File: src/rtl/rcts_pkg.sv
`timescale 1ns / 1ps

package rcts_pkg;

  localparam logic [1:0] KIND_LOAD  = 2'd0;
  localparam logic [1:0] KIND_START = 2'd1;
  localparam logic [1:0] KIND_TICK  = 2'd2;
  localparam logic [1:0] KIND_STOP  = 2'd3;

  localparam logic [2:0] CFG_CYCLES_PER_LINE = 3'd0;
  localparam logic [2:0] CFG_LINES_PER_TICK  = 3'd1;
  localparam logic [2:0] CFG_TABLE_LENGTH    = 3'd2;
  localparam logic [2:0] CFG_MUSIC_ENABLED   = 3'd3;
  localparam logic [2:0] CFG_RATE_INCREMENT  = 3'd4;

  localparam int MILLI = 1000;

  // ceil(2^31 / 1000); exact quotient for products below 2^22
  localparam logic [21:0] MILLI_RECIP = 22'd2147484;
  localparam int          MILLI_SHIFT = 31;

  typedef struct packed {
    logic [15:0]        cycles_per_line_milli;
    logic [5:0]         lines_per_tick;
    logic [8:0]         table_length;
    logic               music_enabled;
    logic signed [11:0] rate_increment;
  } cfg_t;

  typedef struct packed {
    logic load;
    logic start;
    logic stop;
    logic mul;
    logic div_step;
    logic dither;
    logic rd;
    logic step;
    logic tune_a;
    logic tune_b;
    logic push;
  } cmd_t;

  typedef struct packed {
    logic running;
    logic div_last;
    logic count_zero;
    logic wrap_now;
    logic music;
    logic last;
    logic out_free;
  } sts_t;

endpackage

File: src/rtl/rcts_ctrl.sv
`timescale 1ns / 1ps

module rcts_ctrl import rcts_pkg::*; (
  input  logic       clk,
  input  logic       rst_n,
  input  logic       in_tvalid,
  input  logic [1:0] in_kind,
  output logic       in_tready,
  input  sts_t       sts,
  output cmd_t       cmd
);

  typedef enum logic [8:0] {
    S_IDLE   = 9'b000000001,
    S_MUL    = 9'b000000010,
    S_DIV    = 9'b000000100,
    S_DITHER = 9'b000001000,
    S_READ   = 9'b000010000,
    S_STEP   = 9'b000100000,
    S_TUNE_A = 9'b001000000,
    S_TUNE_B = 9'b010000000,
    S_PUSH   = 9'b100000000
  } state_t;

  state_t state_r;
  state_t state_nxt;
  logic   acc;

  assign in_tready = (state_r == S_IDLE);
  assign acc       = in_tvalid && in_tready;

  always_comb begin
    state_nxt = state_r;
    cmd       = '0;
    case (state_r)
      S_IDLE: begin
        if (acc) begin
          case (in_kind)
            KIND_LOAD: cmd.load = 1'b1;
            KIND_START: begin
              cmd.start = 1'b1;
              state_nxt = S_MUL;
            end
            KIND_TICK: begin
              if (sts.running) begin
                state_nxt = S_DITHER;
              end
            end
            KIND_STOP: cmd.stop = 1'b1;
            default: ;
          endcase
        end
      end
      S_MUL: begin
        cmd.mul   = 1'b1;
        state_nxt = S_DIV;
      end
      S_DIV: begin
        cmd.div_step = 1'b1;
        if (sts.div_last) begin
          state_nxt = S_IDLE;
        end
      end
      S_DITHER: begin
        cmd.dither = 1'b1;
        state_nxt  = sts.count_zero ? S_IDLE : S_READ;
      end
      S_READ: begin
        cmd.rd    = 1'b1;
        state_nxt = S_STEP;
      end
      S_STEP: begin
        cmd.step  = 1'b1;
        state_nxt = (sts.wrap_now && sts.music) ? S_TUNE_A : S_PUSH;
      end
      S_TUNE_A: begin
        cmd.tune_a = 1'b1;
        state_nxt  = S_TUNE_B;
      end
      S_TUNE_B: begin
        cmd.tune_b = 1'b1;
        state_nxt  = S_PUSH;
      end
      S_PUSH: begin
        if (sts.out_free) begin
          cmd.push  = 1'b1;
          state_nxt = sts.last ? S_IDLE : S_READ;
        end
      end
      default: state_nxt = S_IDLE;
    endcase
  end

  always_ff @(posedge clk) begin
    if (!rst_n) begin
      state_r <= S_IDLE;
    end else begin
      state_r <= state_nxt;
    end
  end

endmodule

File: src/rtl/rcts_datapath.sv
`timescale 1ns / 1ps

module rcts_datapath import rcts_pkg::*; #(
  parameter int TABLE_DEPTH    = 256,
  parameter int RATE_SCALE     = 1024,
  parameter int RESTART_FRAMES = 12000,
  parameter int MAX_LINES      = 32
) (
  input  logic        clk,
  input  logic        rst_n,
  input  cfg_t        cfg,
  input  cmd_t        cmd,
  output sts_t        sts,
  input  logic [7:0]  entry_index,
  input  logic [7:0]  entry_color,
  input  logic        out_tready,
  output logic        out_tvalid,
  output logic [47:0] out_tdata,
  output logic        out_tlast,
  output logic        out_tuser
);

  localparam int AW   = (TABLE_DEPTH > 1) ? $clog2(TABLE_DEPTH) : 1;
  localparam int LENW = (AW + 1 > 9) ? AW + 1 : 9;
  localparam int LW   = $clog2(MAX_LINES + 1);
  localparam int LCW  = (LW > 6) ? LW : 6;
  localparam int TW   = 16 + LW;
  localparam int PW   = TW + 22;
  localparam int TAW  = ($clog2(RATE_SCALE) + 2 > 13) ? $clog2(RATE_SCALE) + 2 : 13;

  localparam logic signed [TAW-1:0] RS_S = TAW'(RATE_SCALE);
  localparam logic [15:0]           RF   = 16'(RESTART_FRAMES);

  function automatic logic [AW-1:0] idx_mod(input logic [7:0] idx);
    logic [AW:0] rem;
    rem = '0;
    for (int i = 7; i >= 0; i--) begin
      rem = {rem[AW-1:0], idx[i]};
      if (rem >= (AW+1)'(TABLE_DEPTH)) begin
        rem = rem - (AW+1)'(TABLE_DEPTH);
      end
    end
    return rem[AW-1:0];
  endfunction

  logic [7:0]            mem [TABLE_DEPTH];
  logic [7:0]            rd_data_r;
  logic                  running_r;
  logic [TW-1:0]         tot_r;
  logic [TW-1:0]         q_r;
  logic [9:0]            rem_r;
  logic                  div_cnt_r;
  logic [9:0]            acc_r;
  logic [15:0]           reload_r;
  logic [AW-1:0]         pos_r;
  logic [LW-1:0]         n_r;
  logic [15:0]           frame_r;
  logic                  wrap_r;
  logic                  last_r;
  logic signed [TAW-1:0] tempo_r;
  logic [1:0]            due_r;
  logic [15:0]           tune_cnt_r;
  logic [1:0]            plays_r;
  logic                  restart_r;
  logic                  out_valid_r;
  logic [47:0]           out_data_r;
  logic                  out_last_r;
  logic                  out_user_r;

  logic [LCW-1:0]        lines_ext;
  logic [LW-1:0]         eff_lines;
  logic [TW-1:0]         product;
  logic [PW-1:0]         rec_prod;
  logic [TW-1:0]         q_times;
  logic [TW-1:0]         rem_full;
  logic [10:0]           dsum;
  logic [AW:0]           pos_inc;
  logic [LENW-1:0]       tl_ext;
  logic [LENW-1:0]       eff_len;
  logic                  wrap_now;
  logic                  last_now;
  logic signed [TAW-1:0] inc_ext;
  logic signed [TAW-1:0] inc_eff;
  logic signed [TAW-1:0] tmp;
  logic [15:0]           c1;
  logic [15:0]           c2;

  assign lines_ext = LCW'(cfg.lines_per_tick);
  assign eff_lines = (lines_ext > LCW'(MAX_LINES)) ? LW'(MAX_LINES) : LW'(lines_ext);
  assign product   = TW'(cfg.cycles_per_line_milli) * TW'(eff_lines);

  // quotient by reciprocal multiply, then remainder from the registered quotient
  assign rec_prod = PW'(tot_r) * PW'(MILLI_RECIP);
  assign q_times  = q_r * TW'(MILLI);
  assign rem_full = tot_r - q_times;
  assign dsum     = {1'b0, acc_r} + {1'b0, rem_r};

  assign pos_inc  = {1'b0, pos_r} + (AW+1)'(1);
  assign tl_ext   = LENW'(cfg.table_length);
  assign eff_len  = (tl_ext > LENW'(TABLE_DEPTH)) ? LENW'(TABLE_DEPTH) : tl_ext;
  assign wrap_now = (LENW'(pos_inc) >= eff_len);
  assign last_now = wrap_now || (({1'b0, n_r} + (LW+1)'(1)) == {1'b0, eff_lines});

  assign inc_ext = TAW'(cfg.rate_increment);
  assign inc_eff = (inc_ext > RS_S) ? RS_S : ((inc_ext < -RS_S) ? -RS_S : inc_ext);
  assign tmp     = tempo_r + inc_eff;
  assign c1      = tune_cnt_r + 16'd1;
  assign c2      = c1 + 16'd1;

  assign sts.running    = running_r;
  assign sts.div_last   = div_cnt_r;
  assign sts.count_zero = (eff_lines == '0);
  assign sts.wrap_now   = wrap_now;
  assign sts.music      = cfg.music_enabled;
  assign sts.last       = last_r;
  assign sts.out_free   = !out_valid_r || out_tready;

  assign out_tvalid = out_valid_r;
  assign out_tdata  = out_data_r;
  assign out_tlast  = out_last_r;
  assign out_tuser  = out_user_r;

  always_ff @(posedge clk) begin
    if (cmd.load) begin
      mem[idx_mod(entry_index)] <= entry_color;
    end
    if (cmd.rd) begin
      rd_data_r <= mem[pos_r];
    end
  end

  always_ff @(posedge clk) begin
    if (!rst_n) begin
      running_r   <= 1'b0;
      tot_r       <= '0;
      q_r         <= '0;
      rem_r       <= '0;
      div_cnt_r   <= 1'b0;
      acc_r       <= '0;
      pos_r       <= '0;
      frame_r     <= '0;
      tempo_r     <= '0;
      tune_cnt_r  <= '0;
      out_valid_r <= 1'b0;
    end else begin
      if (cmd.start) begin
        running_r <= 1'b1;
        pos_r     <= '0;
        acc_r     <= '0;
        frame_r   <= '0;
      end
      if (cmd.stop) begin
        running_r <= 1'b0;
      end
      if (cmd.mul) begin
        tot_r     <= product;
        rem_r     <= '0;
        div_cnt_r <= 1'b0;
      end
      if (cmd.div_step) begin
        if (!div_cnt_r) begin
          q_r <= TW'(rec_prod[PW-1:MILLI_SHIFT]);
        end else begin
          rem_r <= rem_full[9:0];
        end
        div_cnt_r <= !div_cnt_r;
      end
      if (cmd.dither) begin
        if (dsum >= 11'(MILLI)) begin
          acc_r    <= 10'(dsum - 11'(MILLI));
          reload_r <= q_r[15:0] + 16'd1;
        end else begin
          acc_r    <= dsum[9:0];
          reload_r <= q_r[15:0];
        end
        n_r <= '0;
      end
      if (cmd.step) begin
        pos_r     <= wrap_now ? '0 : pos_inc[AW-1:0];
        frame_r   <= frame_r + 16'(wrap_now);
        wrap_r    <= wrap_now;
        last_r    <= last_now;
        plays_r   <= 2'd0;
        restart_r <= 1'b0;
      end
      if (cmd.tune_a) begin
        if (tmp >= RS_S) begin
          tempo_r <= tmp - RS_S;
          due_r   <= 2'd2;
        end else if (tmp <= -RS_S) begin
          tempo_r <= tmp + RS_S;
          due_r   <= 2'd0;
        end else begin
          tempo_r <= tmp;
          due_r   <= 2'd1;
        end
      end
      if (cmd.tune_b) begin
        if (due_r == 2'd0) begin
          plays_r <= 2'd0;
        end else if (c1 >= RF) begin
          tune_cnt_r <= '0;
          tempo_r    <= '0;
          restart_r  <= 1'b1;
          plays_r    <= 2'd0;
        end else if (due_r == 2'd2) begin
          if (c2 >= RF) begin
            tune_cnt_r <= '0;
            tempo_r    <= '0;
            restart_r  <= 1'b1;
            plays_r    <= 2'd1;
          end else begin
            tune_cnt_r <= c2;
            plays_r    <= 2'd2;
          end
        end else begin
          tune_cnt_r <= c1;
          plays_r    <= 2'd1;
        end
      end
      if (cmd.push) begin
        out_valid_r <= 1'b1;
        out_data_r  <= {5'd0, restart_r, plays_r, frame_r, reload_r, rd_data_r};
        out_last_r  <= last_r;
        out_user_r  <= wrap_r;
        n_r         <= n_r + LW'(1);
      end else if (out_tready) begin
        out_valid_r <= 1'b0;
      end
    end
  end

endmodule

File: src/rtl/raster_color_tick_sequencer_top.sv
`timescale 1ns / 1ps
// Raster colour sequencer, paced by an external timer.
// Input stream: in_tuser selects the transaction kind (load entry, start,
// tick, stop); in_tdata carries the entry index and colour for loads.
// Output stream: one transaction per colour write; out_tlast marks the
// final write of a tick, out_tuser marks a table wrap (frame done).
// Configuration is a plain write port, taken at any edge with cfg_we high.
// Input is taken only while the sequencer is idle. Loads and stops are done
// at acceptance. A start goes through acceptance, the line product, then a
// reciprocal multiply by 1/1000 and the remainder step for the reload split.
// A tick while running goes through acceptance and the reload dither, then
// per colour write a table read, a step and the output load, with the tempo
// update before the output load on a wrap with music enabled; writes per
// tick are min(lines_per_tick, MAX_LINES), ending early at a table wrap.
// The output register holds a transaction until out_tready; while it is
// stalled the sequencer waits in its output state and takes no input.
// Synchronous reset clears control, position, frame and tune counters and the
// tempo state and loads the config defaults; the colour table is not cleared.

module raster_color_tick_sequencer_top import rcts_pkg::*; #(
  parameter int TABLE_DEPTH    = 256,
  parameter int RATE_SCALE     = 1024,
  parameter int RESTART_FRAMES = 12000,
  parameter int MAX_LINES      = 32
) (
  input  logic        clk,
  input  logic        rst_n,
  input  logic        in_tvalid,
  output logic        in_tready,
  input  logic [15:0] in_tdata,   // entry_index[7:0], entry_color[15:8]
  input  logic [1:0]  in_tuser,   // kind[1:0]
  output logic        out_tvalid,
  input  logic        out_tready,
  // color_out[7:0], timer_reload[23:8], frames_seen[39:24], tune_plays[41:40],
  // tune_restart[42], zero[47:43]
  output logic [47:0] out_tdata,
  output logic        out_tlast,
  output logic        out_tuser,  // frame_done[0]
  input  logic        cfg_we,
  input  logic [2:0]  cfg_index,
  input  logic [15:0] cfg_wdata
);

  cfg_t cfg_r;
  cmd_t cmd;
  sts_t sts;

  always_ff @(posedge clk) begin
    if (!rst_n) begin
      cfg_r.cycles_per_line_milli <= 16'd63056;
      cfg_r.lines_per_tick        <= 6'd1;
      cfg_r.table_length          <= 9'd256;
      cfg_r.music_enabled         <= 1'b0;
      cfg_r.rate_increment        <= '0;
    end else if (cfg_we) begin
      case (cfg_index)
        CFG_CYCLES_PER_LINE: cfg_r.cycles_per_line_milli <= cfg_wdata;
        CFG_LINES_PER_TICK:  cfg_r.lines_per_tick        <= cfg_wdata[5:0];
        CFG_TABLE_LENGTH:    cfg_r.table_length          <= cfg_wdata[8:0];
        CFG_MUSIC_ENABLED:   cfg_r.music_enabled         <= cfg_wdata[0];
        CFG_RATE_INCREMENT:  cfg_r.rate_increment        <= signed'(cfg_wdata[11:0]);
        default: ;
      endcase
    end
  end

  rcts_ctrl u_ctrl (
    .clk       (clk),
    .rst_n     (rst_n),
    .in_tvalid (in_tvalid),
    .in_kind   (in_tuser),
    .in_tready (in_tready),
    .sts       (sts),
    .cmd       (cmd)
  );

  rcts_datapath #(
    .TABLE_DEPTH    (TABLE_DEPTH),
    .RATE_SCALE     (RATE_SCALE),
    .RESTART_FRAMES (RESTART_FRAMES),
    .MAX_LINES      (MAX_LINES)
  ) u_datapath (
    .clk         (clk),
    .rst_n       (rst_n),
    .cfg         (cfg_r),
    .cmd         (cmd),
    .sts         (sts),
    .entry_index (in_tdata[7:0]),
    .entry_color (in_tdata[15:8]),
    .out_tready  (out_tready),
    .out_tvalid  (out_tvalid),
    .out_tdata   (out_tdata),
    .out_tlast   (out_tlast),
    .out_tuser   (out_tuser)
  );

endmodule

File: config.mk
export PLATFORM = sky130hd
export DESIGN_NAME = raster_color_tick_sequencer_top
export DESIGN_NICKNAME = d
export VERILOG_FILES = /design/src/rtl/rcts_pkg.sv /design/src/rtl/rcts_ctrl.sv /design/src/rtl/rcts_datapath.sv /design/src/rtl/raster_color_tick_sequencer_top.sv
export SDC_FILE = /design/constraint.sdc
export NUM_CORES = 2
export LEC_CHECK = 0
export BUFFER_PORTS_ARGS = -buffer_cell sky130_fd_sc_hd__buf_4
export CAP_MARGIN = 15
export CELL_PAD_IN_SITES_DETAIL_PLACEMENT = 1
export CELL_PAD_IN_SITES_GLOBAL_PLACEMENT = 2
export CORE_MARGIN = 2
export CORE_UTILIZATION = 49
export DETAILED_ROUTE_END_ITERATION = 10
export PLACE_DENSITY = 0.8
export REMOVE_ABC_BUFFERS = 1
export SLEW_MARGIN = 20
export SYNTH_ARGS = -nofsm -noshare
export SYNTH_HDL_FRONTEND = slang
export SYNTH_SLANG_ARGS = --single-unit
File: constraint.sdc
create_clock -name clk -period 8.1 [get_ports clk]
set_clock_uncertainty 0.05 [all_clocks]
set_input_delay 0.81 -clock clk [delete_from_list [all_inputs] [get_ports clk]]
set_output_delay 0.81 -clock clk [all_outputs]
set_load 0.005 [all_outputs]
# == Word level (Yosys, flattened, before mapping) ==
# Memories as Yosys holds them, arrays and structs flattened. A register that Yosys moved wholly into a read port is not among the register bits.
# Index checks and enable logic that the tools add are counted.
# totals
regBits,236
latchBits,0
mem_bits_rw,2048
romBits,0
inputBits,42
n_memories,1
# mem_list
name,depth,width,read_ports,rd_ports_with_merged_regs,wr,line_no,text
u_datapath.mem,256,8,1,1,1,rcts_datapath.sv:46,logic [7:0] mem [TABLE_DEPTH];
# classes
n_addsub,13
mul,3
div_mod_pow,0
n_lt_le_gt_ge,10
n_eq_ne,23
shift,0
mux,71
bitwise_logic,3
reduce_logical,31
# op_table
op,count
two-way mux 13 bit,11
one-hot mux 9 bit (9 select lines),1
two-way mux 16 bit,5
two-way mux 10 bit,6
two-way mux 9 bit,6
"multiplier 22 x 20 -> 42 bit, second input constant",1
"adder 16 x 1 -> 16 bit, second input constant",2
"greater-or-equal comparator 16 x 14 -> 1 bit, second input constant",2
AND reduction 2 bit,13
two-way mux 1 bit,25
two-way mux 8 bit,3
multiplier 16 x 6 -> 22 bit,1
two-way mux 6 bit,3
one-hot mux 9 bit (2 select lines),1
adder 16 x 1 -> 16 bit,1
"adder 13 x 1 -> 14 bit, second input constant",1
"adder 13 x 12 -> 13 bit, second input constant",1
adder 13 bit,1
"greater-or-equal comparator 13 x 12 -> 1 bit, second input constant",1
"<= comparator 13 x 11 -> 1 bit, second input constant",1
"multiplier 13 x 7 -> 7 bit, second input constant",1
"subtractor 13 x 12 -> 13 bit, second input constant",1
"> comparator 12 bit, second input constant",1
"less-than comparator 12 x 11 -> 1 bit, second input constant",1
other kinds (42),64

# == Longest topological paths before layout ==
# depth
ltp_word,13
depth_mapped,23
mapped_depth_nobuf,22

# == By module ==
# Synthesis repeated with hierarchy kept, for this count alone.
# unflattened
cells_unflattened,5506
area_unflattened_um2,100013.4
# by_module_without_submodules
module,n_inst,cells_per_inst,area_per_inst_um2,seq_area_each_um2
rcts_datapath,1,5262,97609.9,66063.4
raster_color_tick_sequencer_top,1,173,1775.5,880.8
rcts_ctrl,1,71,628.1,180.2

# == Least setup slack after synthesis ==
# Ideal clock, no wire load.
# synth_path
path_kind,register to register
from,register u_datapath.tot_r[7]
to,register u_datapath.q_r[12]
setup_ns,0.070
arrival_time_ns,5.548
required_time_ns,7.980
slack_ns,2.432
path_stages_with_launch,22
path_cell_list,dfxtp_1 -> ha_1 -> ha_1 -> inv_1 -> fa_1 -> fa_1 -> inv_1 -> fa_1 -> fa_1 -> inv_1 -> fa_1 -> inv_1 -> ha_1 -> and4_1 -> o211ai_1 -> a221oi_1 -> o211ai_1 -> o211a_1 -> o21ai_0 -> a221oi_1 -> or3_1 -> a21oi_1
# synth_via
elab_chain_len,1
# synth_lines
element,line_no,text
from (decl),rcts_datapath.sv:49,logic [TW-1:0] tot_r;
from (signal assigned),rcts_datapath.sv:156,tot_r <= product;
multiplier 22 x 20 -> 42 bit,rcts_datapath.sv:93,assign rec_prod = PW'(tot_r) * PW'(MILLI_RECIP);
to (signal assigned),rcts_datapath.sv:162,q_r <= TW'(rec_prod[PW-1:MILLI_SHIFT]);
to (decl),rcts_datapath.sv:50,logic [TW-1:0] q_r;
# Every way passes these cells.
# A chain may end at the register's enable or synchronous reset.

# == Worst setup path after layout ==
# Ends and elaborated chain as after synthesis.

==> results.md <==
- Post-synth EDFFs: 2126
- Synth-to-Final Area Change: 11.1%
- Hold Buf Count CTS: 0
- Worst Setup SP: u_datapath.tot_r[7]$_SDFFE_PN0P_
- Drt first pass iters: 5
- YS warnings: 0
- PwrDens: 220 nW/µm²
- Setup_tns: 0 ns
- Hold Crit Class: input port to register
- Final Net Count: 6060
- Overflow after GRT: 0
- Post-DR wirelength/cell: 29.1 µm
- Clock buffer depth: 3
- CP startpoint kind: register
- Hold Worst Slack: 0.170 ns
- Post-layout util: 54.7%
- Final Cycle Share: 83.2%
- Crit path to: u_datapath.q_r[12]$_SDFFE_PN0P_
- Root Driver: clkbuf_16
- Maximum Capacitance Violations: 0
- VDD IR max: 0.000202 V
- Post-synth cell types: 92
- Vias/cell: 6.03
- Pins Over Slew Limit: 0
- Ports: 94
- Gr usage total: 24.3%
- H-tree depth: 4
- Post-synth ARST share: 0%
- Sequential element share of the synthesized area: 67.6%
- GPL Wtd Cong: 0.819
- Post-Syn Area: 99300 µm²
- Filler instances: 18000
- Initial antenna violation count: 13
- Status: finished clean
- Hold Path Cell Cnt: 3
- DIE AREA: 206000 µm²
- Fmax: 148 MHz
- Starting Density: 49.2%
- Hpwl dp: 157 mm
- Synth Register Bits: 2290
- Worst R2R Setup Slack: 1.36 ns
- Worst-path clk slew: 0.06 ns
- CTS resizes: 0
- Worst R2R Start: u_datapath.tot_r[7]$_SDFFE_PN0P_
- Cts bufs inserted: 224
- Detailed router's first-iteration violation count: 4972
- Critical path peak fanout: 8
- Hold Vio Cnt, Final: 0
- Cells after Synth: 5461
- CTS tree: done
- Setup crit end kind: register
- Lkg Pwr: 36.0 nW
- Yosys top cell area share: 64.3%
- Row count: 165
- RSZ-0062 raised after global routing: false
- Slew @ Worst Pin: 1.11 ns
- Placeable Area: 202000 µm²
- Period minus WS final: 6.74 ns
- Final WL: 246 mm
- Clk sinks: 2290
- Vias in the first global route: 54200
- Die H: 454 µm
- Final setup violation count: 0
- Worst-Skew Late Latency: 0.85 ns
- Finished Layout Cells: 8444
- Relative slew margins: 25.7%
- First-pass GRT wire length: 369 mm
- Die W: 454 µm
- Worst flop-to-flop path endpoint: u_datapath.q_r[12]$_SDFFE_PN0P_
- Placed cells: 8028
- Arrival time at the worst endpoint: 7.43 ns
- I/O Buffers: 86
- FF-to-FF path depth: 21
- Most frequent cells in the layout: 2126 x edfxtp_1, 680 x mux4_2, 383 x nor2_1, 315 x nand2_1, 288 x inv_1
- DR vias: 50900
- Antenna violation net count after detailed routing: 0
- Yosys top cell by area: edfxtp_1
- Pre-CTS setup slack: 1.34 ns
- Area contributors post-synth: edfxtp_1 64%, mux4_2 15%, ha_1 3.5%, dfxtp_1 3.3%, fa_1 3.2%
- Post-CTS Setup Repair Bufs: 0
- Largest net degree at the start of global routing: 157
- Worst endpoint required time: 8.79 ns
- Final setup margin: 1.36 ns
- Commonest non-fill, non-tap cell in the layout: edfxtp_1
- Primary FF master, synth: edfxtp_1
- DRC Markers: 0
- Layout cells sized above 1: 20.8%
- Syn_area_per_cell: 18.2 µm²
- Worst setup path class: register to register
[cells by family (layout without fill, tap and decap cells)]
group / after synthesis / after routing / share of synthesized area [%]
DFF: 2290 / 2290 / 67.6
and+or+nand+nor: 1003 / 1003 / 4.54
muxes: 707 / 707 / 15.7
buffers and inverters: 556 / 858 / 2.22
adders and majority gates: 434 / 434 / 6.67
AOI/OAI and AO/OA: 367 / 367 / 2.40
xor gates and xnor gates: 103 / 103 / 0.908
other: 1 / 10 / 0.00377
[power by group]
part	leakage, nW	internal (W)	switching (W)
clock	3.58	0.00593	0.00454
sequential	20.4	0.0129	0.0000403
combinational	12.0	0.000240	0.000571
[registers in the layout, summed over array words and instances (netlist names), 14 cells and up]
name and cells:
cfg_r 44, u_datapath.tot_r 22, u_datapath.frame_r 16, u_datapath.tune_cnt_r 16, u_datapath.reload_r 14, u_datapath.out_tdata 41
u_datapath.mem 2048
[Yosys cell counts (all sizes together), types with 30 or more instances]
cell type  number
edfxtp       2126
buf            96
inv           289
mux4          680
nand3          81
and2           38
o21ai          60
xnor2          72
nand2         321
nor2          384
xor2           31
fa            159
dfxtp         164
ha            275
a21o           30
clkbuf        168
a21oi         141
[per-stage QoR]
step	power (W)	area, µm²
2_1_floorplan	0.0136	98300
3_3_place_gp	0.0140	103000
3_5_place_dp	0.0140	103000
4_1_cts	0.0244	110000
5_1_grt	0.0249	110000
6_report	0.0242	110000
[how the worst min path moves through the flow]
stage	to	from	slack (ns)
6_report	cfg_r[34]$_SDFFE_PN1P_	cfg_wdata[6]	0.17
5_1_grt	cfg_r[34]$_SDFFE_PN1P_	cfg_wdata[6]	0.14
4_1_cts	cfg_r[34]$_SDFFE_PN1P_	cfg_wdata[6]	0.11
3_5_place_dp	u_datapath.out_tdata[21]$_DFFE_PP_	u_datapath.reload_r[13]$_SDFFCE_PP0P_	0.36
3_3_place_gp	u_datapath.out_tdata[9]$_DFFE_PP_	u_datapath.reload_r[1]$_DFFE_PP_	0.35
2_1_floorplan	u_datapath.out_tdata[0]$_DFFE_PP_	u_datapath.rd_data_r[0]$_DFFE_PP_	0.35
[cell type report]
class	count	area, µm²	share of cell area (%)
Timing Repair Buffer	156	1360	1.23
Inverter	291	1090	0.992
Clock buffer	284	5930	5.37
Clock inverter	127	1460	1.32
Antenna cell	3	7.51	0.00680
Multi-Input combinational cell	2621	30100	27.2
Sequential cell	2290	67100	60.8
Tap cell	2672	3340	3.03
[critical path, cell delays in order (launching register included)]
cell	delay, ns
dfxtp_1	0.63
ha_1	0.35
ha_1	0.22
inv_1	0.10
fa_1	0.44
fa_1	0.55
inv_1	0.05
fa_1	0.45
fa_1	0.49
inv_1	0.05
fa_1	0.47
inv_1	0.05
ha_1	0.26
and4_1	0.23
o211ai_1	0.10
a221oi_1	0.49
o211ai_1	0.33
o211a_1	0.33
o21ai_0	0.38
a221oi_1	0.19
or3_1	0.34
a21oi_1	0.13
[metal layers]
layer  vias to the layer above  wire length, µm  global-route usage, %
met4                         8             6030                   6.20
met2                      1670           124000                   40.4
li1                      21700                -                      -
met3                       303            14600                   3.61
met1                     27300           101000                   33.8
met5                         -               50                      0
(Power assumes the default switching activity.)
